`src/crtc_pkg.sv`:
```
// ----------------------------------------------------------------------------
// crtc_pkg
// Shared types and constants for the CMOS RTC register file: command codes,
// register selects, status defaults, divider request/response and sequencer
// states.
// ----------------------------------------------------------------------------
package crtc_pkg;

    localparam int REG_COUNT = 128;
    localparam int RAM_AW    = $clog2(REG_COUNT);
    localparam logic [7:0] REG_LIMIT = 8'(REG_COUNT);

    localparam logic [2:0] CMD_IDX_WR   = 3'd0;
    localparam logic [2:0] CMD_IDX_RD   = 3'd1;
    localparam logic [2:0] CMD_DATA_WR  = 3'd2;
    localparam logic [2:0] CMD_DATA_RD  = 3'd3;
    localparam logic [2:0] CMD_HOST_SET = 3'd4;

    localparam logic [6:0] REG_SEC       = 7'h00;
    localparam logic [6:0] REG_ALM_SEC   = 7'h01;
    localparam logic [6:0] REG_MIN       = 7'h02;
    localparam logic [6:0] REG_ALM_MIN   = 7'h03;
    localparam logic [6:0] REG_HOUR      = 7'h04;
    localparam logic [6:0] REG_ALM_HOUR  = 7'h05;
    localparam logic [6:0] REG_DAY       = 7'h07;
    localparam logic [6:0] REG_MONTH     = 7'h08;
    localparam logic [6:0] REG_YEAR      = 7'h09;
    localparam logic [6:0] REG_STS_A     = 7'h0A;
    localparam logic [6:0] REG_STS_B     = 7'h0B;
    localparam logic [6:0] REG_STS_C     = 7'h0C;
    localparam logic [6:0] REG_STS_D     = 7'h0D;
    localparam logic [6:0] RAM_START     = 7'h0E;

    localparam logic [7:0] STS_A_RESET = 8'h26;
    localparam logic [7:0] STS_B_RESET = 8'h02;
    localparam logic [7:0] STS_D_VALUE = 8'h80;
    localparam int STS_B_DM_BIT  = 2;
    localparam int STS_B_UIE_BIT = 4;

    localparam int FMT_W = 6;
    localparam logic [FMT_W-1:0] DAY_VALUE   = 6'd29;
    localparam logic [FMT_W-1:0] MONTH_VALUE = 6'd7;
    localparam logic [FMT_W-1:0] YEAR_VALUE  = 6'd26;

    localparam int DIV_W = 32;
    localparam int MUL_W = 2 * DIV_W;
    localparam int DVR_W = 12;
    localparam int SHF_W = 6;

    localparam logic [DVR_W-1:0] SEC_PER_MIN  = 12'd60;
    localparam logic [DVR_W-1:0] SEC_PER_HOUR = 12'd3600;
    localparam logic [DVR_W-1:0] HOUR_PER_DAY = 12'd24;
    localparam logic [DVR_W-1:0] BCD_RADIX    = 12'd10;

    localparam logic [DIV_W-1:0] RECIP_60   = 32'h8888_8889;
    localparam logic [SHF_W-1:0] SHIFT_60   = 6'd37;
    localparam logic [DIV_W-1:0] RECIP_3600 = 32'h91A2_B3C5;
    localparam logic [SHF_W-1:0] SHIFT_3600 = 6'd43;
    localparam logic [DIV_W-1:0] RECIP_24   = 32'hAAAA_AAAB;
    localparam logic [SHF_W-1:0] SHIFT_24   = 6'd36;
    localparam logic [DIV_W-1:0] RECIP_10   = 32'hCCCC_CCCD;
    localparam logic [SHF_W-1:0] SHIFT_10   = 6'd35;

    typedef enum logic [1:0] {
        DIV_BY_60,
        DIV_BY_3600,
        DIV_BY_24,
        DIV_BY_10
    } div_op_t;

    typedef struct packed {
        logic             start;
        logic [DIV_W-1:0] dividend;
        div_op_t          op;
    } div_req_t;

    typedef struct packed {
        logic             done;
        logic [DIV_W-1:0] quotient;
        logic [DVR_W-1:0] remainder;
    } div_rsp_t;

    typedef enum logic [3:0] {
        ST_IDLE,
        ST_MEM,
        ST_A_GO,
        ST_A_RUN,
        ST_B_GO,
        ST_B_RUN,
        ST_F_GO,
        ST_F_RUN,
        ST_DONE
    } seq_state_t;

    typedef enum logic [1:0] {
        TK_SEC,
        TK_MIN,
        TK_HOUR
    } time_kind_t;

endpackage

```
`src/crtc_ram.sv`:
```
// ----------------------------------------------------------------------------
// crtc_ram
// Generic single-write, single-read RAM with registered read data.
// ----------------------------------------------------------------------------
module crtc_ram #(
    parameter int WIDTH = 8,
    parameter int DEPTH = 128
) (
    input  logic                     aclk,
    input  logic                     we,
    input  logic [$clog2(DEPTH)-1:0] waddr,
    input  logic [WIDTH-1:0]         wdata,
    input  logic [$clog2(DEPTH)-1:0] raddr,
    output logic [WIDTH-1:0]         rdata
);

    logic [WIDTH-1:0] mem [DEPTH];

    always_ff @(posedge aclk) begin
        if (we) begin
            mem[waddr] <= wdata;
        end
        rdata <= mem[raddr];
    end

endmodule

```
`src/crtc_div.sv`:
```
// ----------------------------------------------------------------------------
// crtc_div
// Shared constant divider built on one 32x32 multiplier. The first pass
// multiplies by the reciprocal of the divisor to get the quotient, the second
// multiplies the quotient back and subtracts to get the remainder.
// ----------------------------------------------------------------------------
module crtc_div (
    input  logic              aclk,
    input  logic              aresetn,
    input  crtc_pkg::div_req_t req,
    output crtc_pkg::div_rsp_t rsp
);
    import crtc_pkg::*;

    logic             busy_reg, busy_next;
    logic             phase_reg, phase_next;
    logic             done_reg, done_next;
    div_op_t          op_reg, op_next;
    logic [DIV_W-1:0] dvd_reg, dvd_next;
    logic [DIV_W-1:0] quo_reg, quo_next;
    logic [DVR_W-1:0] rem_reg, rem_next;
    logic [DIV_W-1:0] recip;
    logic [SHF_W-1:0] shift_amt;
    logic [DIV_W-1:0] dvr;
    logic [DIV_W-1:0] mul_a;
    logic [DIV_W-1:0] mul_b;
    logic [MUL_W-1:0] product;
    logic [MUL_W-1:0] prod_shift;
    logic [DIV_W-1:0] rem_full;

    always_comb begin
        case (op_reg)
            DIV_BY_60: begin
                recip     = RECIP_60;
                shift_amt = SHIFT_60;
                dvr       = DIV_W'(SEC_PER_MIN);
            end
            DIV_BY_3600: begin
                recip     = RECIP_3600;
                shift_amt = SHIFT_3600;
                dvr       = DIV_W'(SEC_PER_HOUR);
            end
            DIV_BY_24: begin
                recip     = RECIP_24;
                shift_amt = SHIFT_24;
                dvr       = DIV_W'(HOUR_PER_DAY);
            end
            default: begin
                recip     = RECIP_10;
                shift_amt = SHIFT_10;
                dvr       = DIV_W'(BCD_RADIX);
            end
        endcase
    end

    assign mul_a      = phase_reg ? quo_reg : dvd_reg;
    assign mul_b      = phase_reg ? dvr : recip;
    assign product    = {{DIV_W{1'b0}}, mul_a} * {{DIV_W{1'b0}}, mul_b};
    assign prod_shift = product >> shift_amt;
    assign rem_full   = dvd_reg - product[DIV_W-1:0];

    always_comb begin
        busy_next  = busy_reg;
        phase_next = phase_reg;
        done_next  = 1'b0;
        op_next    = op_reg;
        dvd_next   = dvd_reg;
        quo_next   = quo_reg;
        rem_next   = rem_reg;
        if (req.start) begin
            busy_next  = 1'b1;
            phase_next = 1'b0;
            op_next    = req.op;
            dvd_next   = req.dividend;
        end else if (busy_reg) begin
            if (!phase_reg) begin
                quo_next   = prod_shift[DIV_W-1:0];
                phase_next = 1'b1;
            end else begin
                rem_next   = rem_full[DVR_W-1:0];
                phase_next = 1'b0;
                busy_next  = 1'b0;
                done_next  = 1'b1;
            end
        end
    end

    always_ff @(posedge aclk) begin
        if (!aresetn) begin
            busy_reg  <= 1'b0;
            phase_reg <= 1'b0;
            done_reg  <= 1'b0;
        end else begin
            busy_reg  <= busy_next;
            phase_reg <= phase_next;
            done_reg  <= done_next;
        end
    end

    always_ff @(posedge aclk) begin
        op_reg  <= op_next;
        dvd_reg <= dvd_next;
        quo_reg <= quo_next;
        rem_reg <= rem_next;
    end

    assign rsp.done      = done_reg;
    assign rsp.quotient  = quo_reg;
    assign rsp.remainder = rem_reg;

endmodule

```
`src/cmos_rtc_register_file.sv`:
```
// ----------------------------------------------------------------------------
// cmos_rtc_register_file
// Index/data port RTC register file. Time registers are derived from the
// latched seconds count by a shared reciprocal-multiply divider, and BCD
// encoding reuses the same divider.
//
//  Channel | Dir | Ports                                             | Item
//  s_      | in  | s_command s_write_data s_ram_offset s_now_seconds | one access
//  m_      | out | m_read_data m_ok                                  | one result
//
//  Index and write commands go straight to the result; a RAM byte read adds
//  the ST_MEM state. Seconds use one divider operation in binary and two
//  in BCD, minutes and hours two in binary and three in BCD; a BCD date one.
//  Reset is synchronous; the register file needs no clearing pass.
//  s_ready is high only while no item is in work; a result waiting on
//  m_ready does not block the next item from being accepted.
// ----------------------------------------------------------------------------
module cmos_rtc_register_file (
    input  logic        aclk,
    input  logic        aresetn,
    input  logic        s_valid,
    output logic        s_ready,
    input  logic [2:0]  s_command,
    input  logic [7:0]  s_write_data,
    input  logic [6:0]  s_ram_offset,
    input  logic [31:0] s_now_seconds,
    output logic        m_valid,
    input  logic        m_ready,
    output logic [7:0]  m_read_data,
    output logic        m_ok
);
    import crtc_pkg::*;

    seq_state_t state_reg, state_next;

    logic [7:0]           index_reg;
    logic [7:0]           sts_a_reg;
    logic [7:0]           sts_b_reg;
    logic [DIV_W-1:0]     latched_reg;
    logic [REG_COUNT-1:0] vld_reg;
    logic                 m_valid_reg;
    logic [7:0]           m_data_reg;
    logic                 m_ok_reg;
    logic [7:0]           res_data_reg;
    logic                 res_ok_reg;
    logic [FMT_W-1:0]     fmt_reg;
    time_kind_t           kind_reg;

    logic [6:0]        sel;
    logic [RAM_AW-1:0] sel_addr;
    logic              sel_in_range, sel_time, sel_date, sel_alarm, sel_zero;
    logic              sel_status, mem_read, mem_write;
    logic              host_ok, dm, accept, out_free, out_load;
    logic [FMT_W-1:0]  date_val;
    logic [7:0]        acc_data;
    logic              acc_ok;
    logic              ram_we;
    logic [RAM_AW-1:0] ram_waddr;
    logic [7:0]        ram_rdata;
    div_req_t          div_req;
    div_rsp_t          div_rsp;

    assign sel          = index_reg[6:0];
    assign sel_addr     = sel[RAM_AW-1:0];
    assign sel_in_range = {1'b0, sel} < REG_LIMIT;
    assign sel_time     = (sel == REG_SEC) || (sel == REG_MIN) || (sel == REG_HOUR);
    assign sel_date     = (sel == REG_DAY) || (sel == REG_MONTH) || (sel == REG_YEAR);
    assign sel_alarm    = (sel == REG_ALM_SEC) || (sel == REG_ALM_MIN)
                       || (sel == REG_ALM_HOUR);
    assign sel_zero     = sel_alarm || (sel == REG_STS_C) || !sel_in_range;
    assign sel_status   = (sel == REG_STS_A) || (sel == REG_STS_B) || (sel == REG_STS_D);
    assign mem_read     = !sel_time && !sel_date && !sel_zero && !sel_status;
    assign mem_write    = sel_in_range && !sel_alarm && (sel != REG_STS_A)
                       && (sel != REG_STS_B) && (sel != REG_STS_D);
    assign host_ok      = (s_ram_offset >= RAM_START) && ({1'b0, s_ram_offset} < REG_LIMIT);
    assign dm           = sts_b_reg[STS_B_DM_BIT];
    assign accept       = s_valid && s_ready;
    assign out_free     = !m_valid_reg || m_ready;

    always_comb begin
        case (sel)
            REG_DAY:   date_val = DAY_VALUE;
            REG_MONTH: date_val = MONTH_VALUE;
            REG_YEAR:  date_val = YEAR_VALUE;
            default:   date_val = '0;
        endcase
    end

    always_comb begin
        acc_data = '0;
        acc_ok   = 1'b1;
        case (s_command)
            CMD_IDX_WR: begin
            end
            CMD_IDX_RD: begin
                acc_data = index_reg;
            end
            CMD_DATA_WR: begin
                if (sel == REG_STS_B) begin
                    acc_ok = !(!sts_b_reg[STS_B_UIE_BIT] && s_write_data[STS_B_UIE_BIT]);
                end
            end
            CMD_DATA_RD: begin
                if (sel == REG_STS_A) begin
                    acc_data = sts_a_reg;
                end else if (sel == REG_STS_B) begin
                    acc_data = sts_b_reg;
                end else if (sel == REG_STS_D) begin
                    acc_data = STS_D_VALUE;
                end else if (sel_date) begin
                    acc_data = {2'b00, date_val};
                end
            end
            CMD_HOST_SET: begin
                acc_ok = host_ok;
            end
            default: begin
                acc_ok = 1'b0;
            end
        endcase
    end

    assign ram_we    = accept && (((s_command == CMD_DATA_WR) && mem_write)
                    || ((s_command == CMD_HOST_SET) && host_ok));
    assign ram_waddr = (s_command == CMD_HOST_SET) ? s_ram_offset[RAM_AW-1:0] : sel_addr;

    always_comb begin
        state_next = state_reg;
        case (state_reg)
            ST_IDLE: begin
                if (accept) begin
                    if (s_command == CMD_DATA_RD && sel_time) begin
                        state_next = ST_A_GO;
                    end else if (s_command == CMD_DATA_RD && sel_date && !dm) begin
                        state_next = ST_F_GO;
                    end else if (s_command == CMD_DATA_RD && mem_read) begin
                        state_next = ST_MEM;
                    end else begin
                        state_next = ST_DONE;
                    end
                end
            end
            ST_MEM:   state_next = ST_DONE;
            ST_A_GO:  state_next = ST_A_RUN;
            ST_A_RUN: begin
                if (div_rsp.done) begin
                    if (kind_reg != TK_SEC) begin
                        state_next = ST_B_GO;
                    end else begin
                        state_next = dm ? ST_DONE : ST_F_GO;
                    end
                end
            end
            ST_B_GO:  state_next = ST_B_RUN;
            ST_B_RUN: begin
                if (div_rsp.done) begin
                    state_next = dm ? ST_DONE : ST_F_GO;
                end
            end
            ST_F_GO:  state_next = ST_F_RUN;
            ST_F_RUN: begin
                if (div_rsp.done) begin
                    state_next = ST_DONE;
                end
            end
            ST_DONE: begin
                if (out_free) begin
                    state_next = ST_IDLE;
                end
            end
            default:  state_next = ST_IDLE;
        endcase
    end

    always_comb begin
        s_ready          = 1'b0;
        out_load         = 1'b0;
        div_req.start    = 1'b0;
        div_req.dividend = latched_reg;
        div_req.op       = DIV_BY_60;
        case (state_reg)
            ST_IDLE: s_ready = 1'b1;
            ST_A_GO: begin
                div_req.start = 1'b1;
                div_req.op    = (kind_reg == TK_HOUR) ? DIV_BY_3600 : DIV_BY_60;
            end
            ST_B_GO: begin
                div_req.start    = 1'b1;
                div_req.dividend = div_rsp.quotient;
                div_req.op       = (kind_reg == TK_HOUR) ? DIV_BY_24 : DIV_BY_60;
            end
            ST_F_GO: begin
                div_req.start    = 1'b1;
                div_req.dividend = DIV_W'(fmt_reg);
                div_req.op       = DIV_BY_10;
            end
            ST_DONE: out_load = out_free;
            default: begin
            end
        endcase
    end

    always_ff @(posedge aclk) begin
        if (!aresetn) begin
            state_reg   <= ST_IDLE;
            index_reg   <= '0;
            sts_a_reg   <= STS_A_RESET;
            sts_b_reg   <= STS_B_RESET;
            latched_reg <= '0;
            vld_reg     <= '0;
            m_valid_reg <= 1'b0;
        end else begin
            state_reg <= state_next;
            if (out_load) begin
                m_valid_reg <= 1'b1;
            end else if (m_valid_reg && m_ready) begin
                m_valid_reg <= 1'b0;
            end
            if (ram_we) begin
                vld_reg[ram_waddr] <= 1'b1;
            end
            if (accept) begin
                case (s_command)
                    CMD_IDX_WR: index_reg <= s_write_data;
                    CMD_DATA_WR: begin
                        if (sel == REG_STS_A) begin
                            sts_a_reg <= s_write_data;
                        end else if (sel == REG_STS_B) begin
                            sts_b_reg <= s_write_data;
                        end
                    end
                    CMD_DATA_RD: begin
                        if (sel == REG_SEC) begin
                            latched_reg <= s_now_seconds;
                        end
                    end
                    default: begin
                    end
                endcase
            end
        end
    end

    always_ff @(posedge aclk) begin
        if (accept) begin
            res_data_reg <= acc_data;
            res_ok_reg   <= acc_ok;
            fmt_reg      <= date_val;
            if (sel == REG_SEC) begin
                kind_reg <= TK_SEC;
            end else if (sel == REG_MIN) begin
                kind_reg <= TK_MIN;
            end else begin
                kind_reg <= TK_HOUR;
            end
        end
        case (state_reg)
            ST_MEM: res_data_reg <= vld_reg[sel_addr] ? ram_rdata : 8'h00;
            ST_A_RUN, ST_B_RUN: begin
                if (div_rsp.done) begin
                    fmt_reg      <= div_rsp.remainder[FMT_W-1:0];
                    res_data_reg <= {2'b00, div_rsp.remainder[FMT_W-1:0]};
                end
            end
            ST_F_RUN: begin
                if (div_rsp.done) begin
                    res_data_reg <= {div_rsp.quotient[3:0], div_rsp.remainder[3:0]};
                end
            end
            default: begin
            end
        endcase
        if (out_load) begin
            m_data_reg <= res_data_reg;
            m_ok_reg   <= res_ok_reg;
        end
    end

    crtc_ram #(
        .WIDTH (8),
        .DEPTH (REG_COUNT)
    ) u_ram (
        .aclk  (aclk),
        .we    (ram_we),
        .waddr (ram_waddr),
        .wdata (s_write_data),
        .raddr (sel_addr),
        .rdata (ram_rdata)
    );

    crtc_div u_div (
        .aclk    (aclk),
        .aresetn (aresetn),
        .req     (div_req),
        .rsp     (div_rsp)
    );

    assign m_valid     = m_valid_reg;
    assign m_read_data = m_data_reg;
    assign m_ok        = m_ok_reg;

endmodule

```
`config.mk`:
```
export PLATFORM = sky130hd
export DESIGN_NAME = cmos_rtc_register_file
export DESIGN_NICKNAME = d
export VERILOG_FILES = /design/src/crtc_pkg.sv /design/src/crtc_ram.sv /design/src/crtc_div.sv /design/src/cmos_rtc_register_file.sv
export SDC_FILE = /design/constraint.sdc
export NUM_CORES = 2
export LEC_CHECK = 0
export ABC_AREA = 1
export BUFFER_PORTS_ARGS = -buffer_cell sky130_fd_sc_hd__buf_4
export CAP_MARGIN = 20
export CELL_PAD_IN_SITES_DETAIL_PLACEMENT = 0
export CELL_PAD_IN_SITES_GLOBAL_PLACEMENT = 1
export CORE_MARGIN = 2
export CORE_UTILIZATION = 52
export DETAILED_ROUTE_END_ITERATION = 10
export HOLD_SLACK_MARGIN = 0.15
export PLACE_DENSITY_LB_ADDON = 0.08
export SLEW_MARGIN = 25
export SYNTH_ARGS = -nofsm -noshare
export SYNTH_HDL_FRONTEND = slang
export SYNTH_SLANG_ARGS = --single-unit
```
`constraint.sdc`:
```
create_clock -name aclk -period 9.8 [get_ports aclk]
set_input_delay 0.98 -clock aclk [delete_from_list [all_inputs] [get_ports aclk]]
set_output_delay 0.98 -clock aclk [all_outputs]
set_load 0.05 [all_outputs]
```
==> results.md <==
- Largest net degree at the start of global routing: 95
- Flops & latches, synth: 1,322
- Critical Path AT: roughly 10,000 ps
- Final worst path period share: a little over nine tenths
- Clk buf depth: 3
- Root buffer cell: clkbuf_16
- Via density per instance: between 5 and 6
- Reg clk slew, reported paths: around 60 ps
- Most frequent CP cell: fa_1
- Ys flop type: edfxtp_1
- Hpwl dp: 224 mm
- Die ar.: ~160,000 µm²
- Core Area: around 160,000 µm²
- Crit path max fanout: 44
- Max_cap viols: 0
- Total grt overflow: 0
- Share of cells above drive strength 1: 7.37%
- Routed len/inst: 28.3 µm
- First-pass GRT wire length: approximately 420 mm
- Crit path capture type: register
- I/O Pins: 65
- Post-route core utilization: about three fifths
- Setup TNS: 0 ps
- Worst Skew: between 50 and 60 ps
- Outcome: complete, no violations
- Ys Warns: 0
- Clock sinks: between 1,000 and 1,500
- Async SR Flop Fraction: 0%
- # rows: 146
- Fmax: between 100 and 150 MHz
- Routed WL: around 290 mm
- Drc violations: 0
- Post-route ant nets: 0
- Unrepaired setup endpoints after global routing: no
- CTS tree: done
- Fin nets: approximately 9,400
- CTS H-tree depth: 4
- P&R area growth vs syn: 10.7%
- Clk_lat worst skew: 820 ps
- Antenna violations before repair: 12
- Setup violators final: 0
- Gr usage total: ~36%
- Die X: between 400 and 500 µm
- Mapped Area: between 80,000 and 90,000 µm²
- Slew HR: roughly a quarter
- Initial DRC count: 6,782
- Avg Inst Size Synth: 10.4 µm²
- Crit Path Class: register to register
- Die extent in y: between 400 and 500 µm
- Gate Count Post-Synth: approximately 8,000
- Routed vias: a little over 60,000
- Final slew viol count: 0
- Post-route minimum period: about 9500 ps
- Final-report hold violation count: 0
- CTS buffer count: between 100 and 150
- Required time of the critical path: 10,370 ps
- CP Launch Type: register
- Share of the yosys chip area belonging to registers: 45.3%
- Slowest CP cell: nor2_1
- Slew @ Worst Pin: roughly 1100 ps
- Post-synth EDFFs: 1,108
- Initial Util: 52.4%
- Port Buffer Count: between 60 and 70
- Drt pass-1 iters: 6
- CP peak stage delay: approximately 870 ps
- Vias in the first global route: ~60,000
- Max reg flops: 1,024
- Gp weighted congestion: roughly 1.1
- Number of library cell types mapped by synthesis: 49
- Hold Crit Class: input port to register
[synthesized netlist by cell type (4+ instances only)]
| master | number | area (µm²) |
|---|---|---|
| fa_1 | 766 | 15300 |
| xor2_1 | 58 | 508 |
| o2111ai_1 | 4 | 35.0 |
| a21oi_1 | 381 | 1910 |
| nor3_2 | 4 | 40.0 |
| nor4_1 | 15 | 93.8 |
| o21a_1 | 122 | 916 |
| nor3_1 | 53 | 265 |
| inv_2 | 21 | 78.8 |
| o21bai_1 | 5 | 37.5 |
| o41ai_1 | 21 | 184 |
| nand2_1 | 1217 | 4570 |
| nand3_1 | 340 | 1700 |
| a21o_1 | 20 | 150 |
| o211ai_1 | 10 | 75.1 |
| o22ai_1 | 5 | 31.3 |
| o21ai_0 | 140 | 701 |
| edfxtp_1 | 1108 | 33300 |
| nor2_2 | 14 | 87.6 |
| ha_1 | 369 | 4620 |
| o31ai_1 | 5 | 37.5 |
| or2_2 | 8 | 50.1 |
| inv_1 | 1437 | 5390 |
| buf_2 | 28 | 140 |
| dfxtp_1 | 214 | 4280 |
| a221oi_1 | 7 | 61.3 |
| xnor2_1 | 17 | 149 |
| and2_1 | 5 | 31.3 |
| nand4_1 | 22 | 138 |
| o21ai_1 | 4 | 20.0 |
| clkbuf_1 | 216 | 811 |
| a31oi_1 | 45 | 282 |
| clkinv_1 | 8 | 30.0 |
| nor2_1 | 666 | 2500 |
| a22oi_1 | 530 | 3980 |
| a31o_2 | 11 | 96.3 |
| nand2_2 | 6 | 37.5 |
| buf_1 | 42 | 158 |
[cell usage in the layout, fill, tap and decap left out, types with 139 or more instances in the layout]
master        n
a21oi_1     380
inv_1      1433
nor2_1      657
clkbuf_16   144
nand3_1     340
buf_4       294
nand2_1    1214
ha_1        369
fa_1        766
edfxtp_1   1108
o21ai_0     139
a22oi_1     530
dfxtp_1     212
[stage by stage]
| step | setup slack (ps) | cells | hold slack (ps) | instance area (µm²) |
|---|---|---|---|---|
| global route | 42.6 | 10400 | 374 | 91900 |
| global placement | 161 | 10100 | 414 | 87000 |
| detailed placement | 195 | 10100 | 420 | 87000 |
| finish | 279 | 10400 | 401 | 91900 |
| CTS | 171 | 10400 | 337 | 91800 |
| floorplan | 1910 | 8010 | 400 | 83200 |
[critical path, delay by kind of cell, from the launching register on]
kind,cells,cell delay (ps)
adder cells (fa/ha/maj),10,4660
AND/OR/NAND/NOR,13,3120
buffers and inverters,5,880
flip-flops,1,530
[kinds of logic (layout without fill, tap and decap cells)]
| group | count (synthesis) | after routing | share of synthesized area [%] |
|---|---|---|---|
| buffers and inverters | 1752 | 2027 | 7.97 |
| AOI/OAI and AO/OA | 1317 | 1317 | 10.3 |
| and+or+nand+nor | 2361 | 2361 | 11.6 |
| DFF | 1322 | 1322 | 45.3 |
| adders and majority gates | 1135 | 1135 | 24.0 |
| xor gates and xnor gates | 75 | 75 | 0.792 |
| other | 1 | 51 | 0.00452 |
[final cells by class]
class                   count  area, µm²
diodes                      3       7.51
clock buffers             180       3840
well taps                2072       2590
flip-flops and latches   1322      37600
fillers                 13700      66500
multi-input cells        4936      39100
clock inverters            79        930
inverters                1466       5520
repair buffers            302       2370
[final timing paths]
kind / to / slack (ps) / cells after the start / startpoint
max reg2reg: u_div.quo_reg[14]$_DFFE_PP_ / 280 / 28 / u_div.op_reg[1]$_SDFFCE_PN0P_
max: u_div.quo_reg[14]$_DFFE_PP_ / 280 / 28 / u_div.op_reg[1]$_SDFFCE_PN0P_
min: latched_reg[16]$_SDFFE_PN0P_ / 400 / 3 / s_now_seconds[16]
min reg2reg: vld_reg[11]$_SDFFE_PN0P_ / 430 / 2 / vld_reg[11]$_SDFFE_PN0P_
[repair_timing]
item                                    CTS  global route
hold buffers                              0             0
endpoints found under the setup margin    0            13
setup buffers                             0             0
resized for setup                         0             1
[routing by layer]
metal	vias up	GRT usage (%)	wire, µm
li1	26700	-	-
met1	30300	46.1	112000
met2	2713	59.2	140000
met3	665	6.35	21500
met4	8	21.1	19900
met5	-	0	43
Power is not shown: default switching activity piles up to over one toggle a cycle in this logic, so the estimate is an artifact.
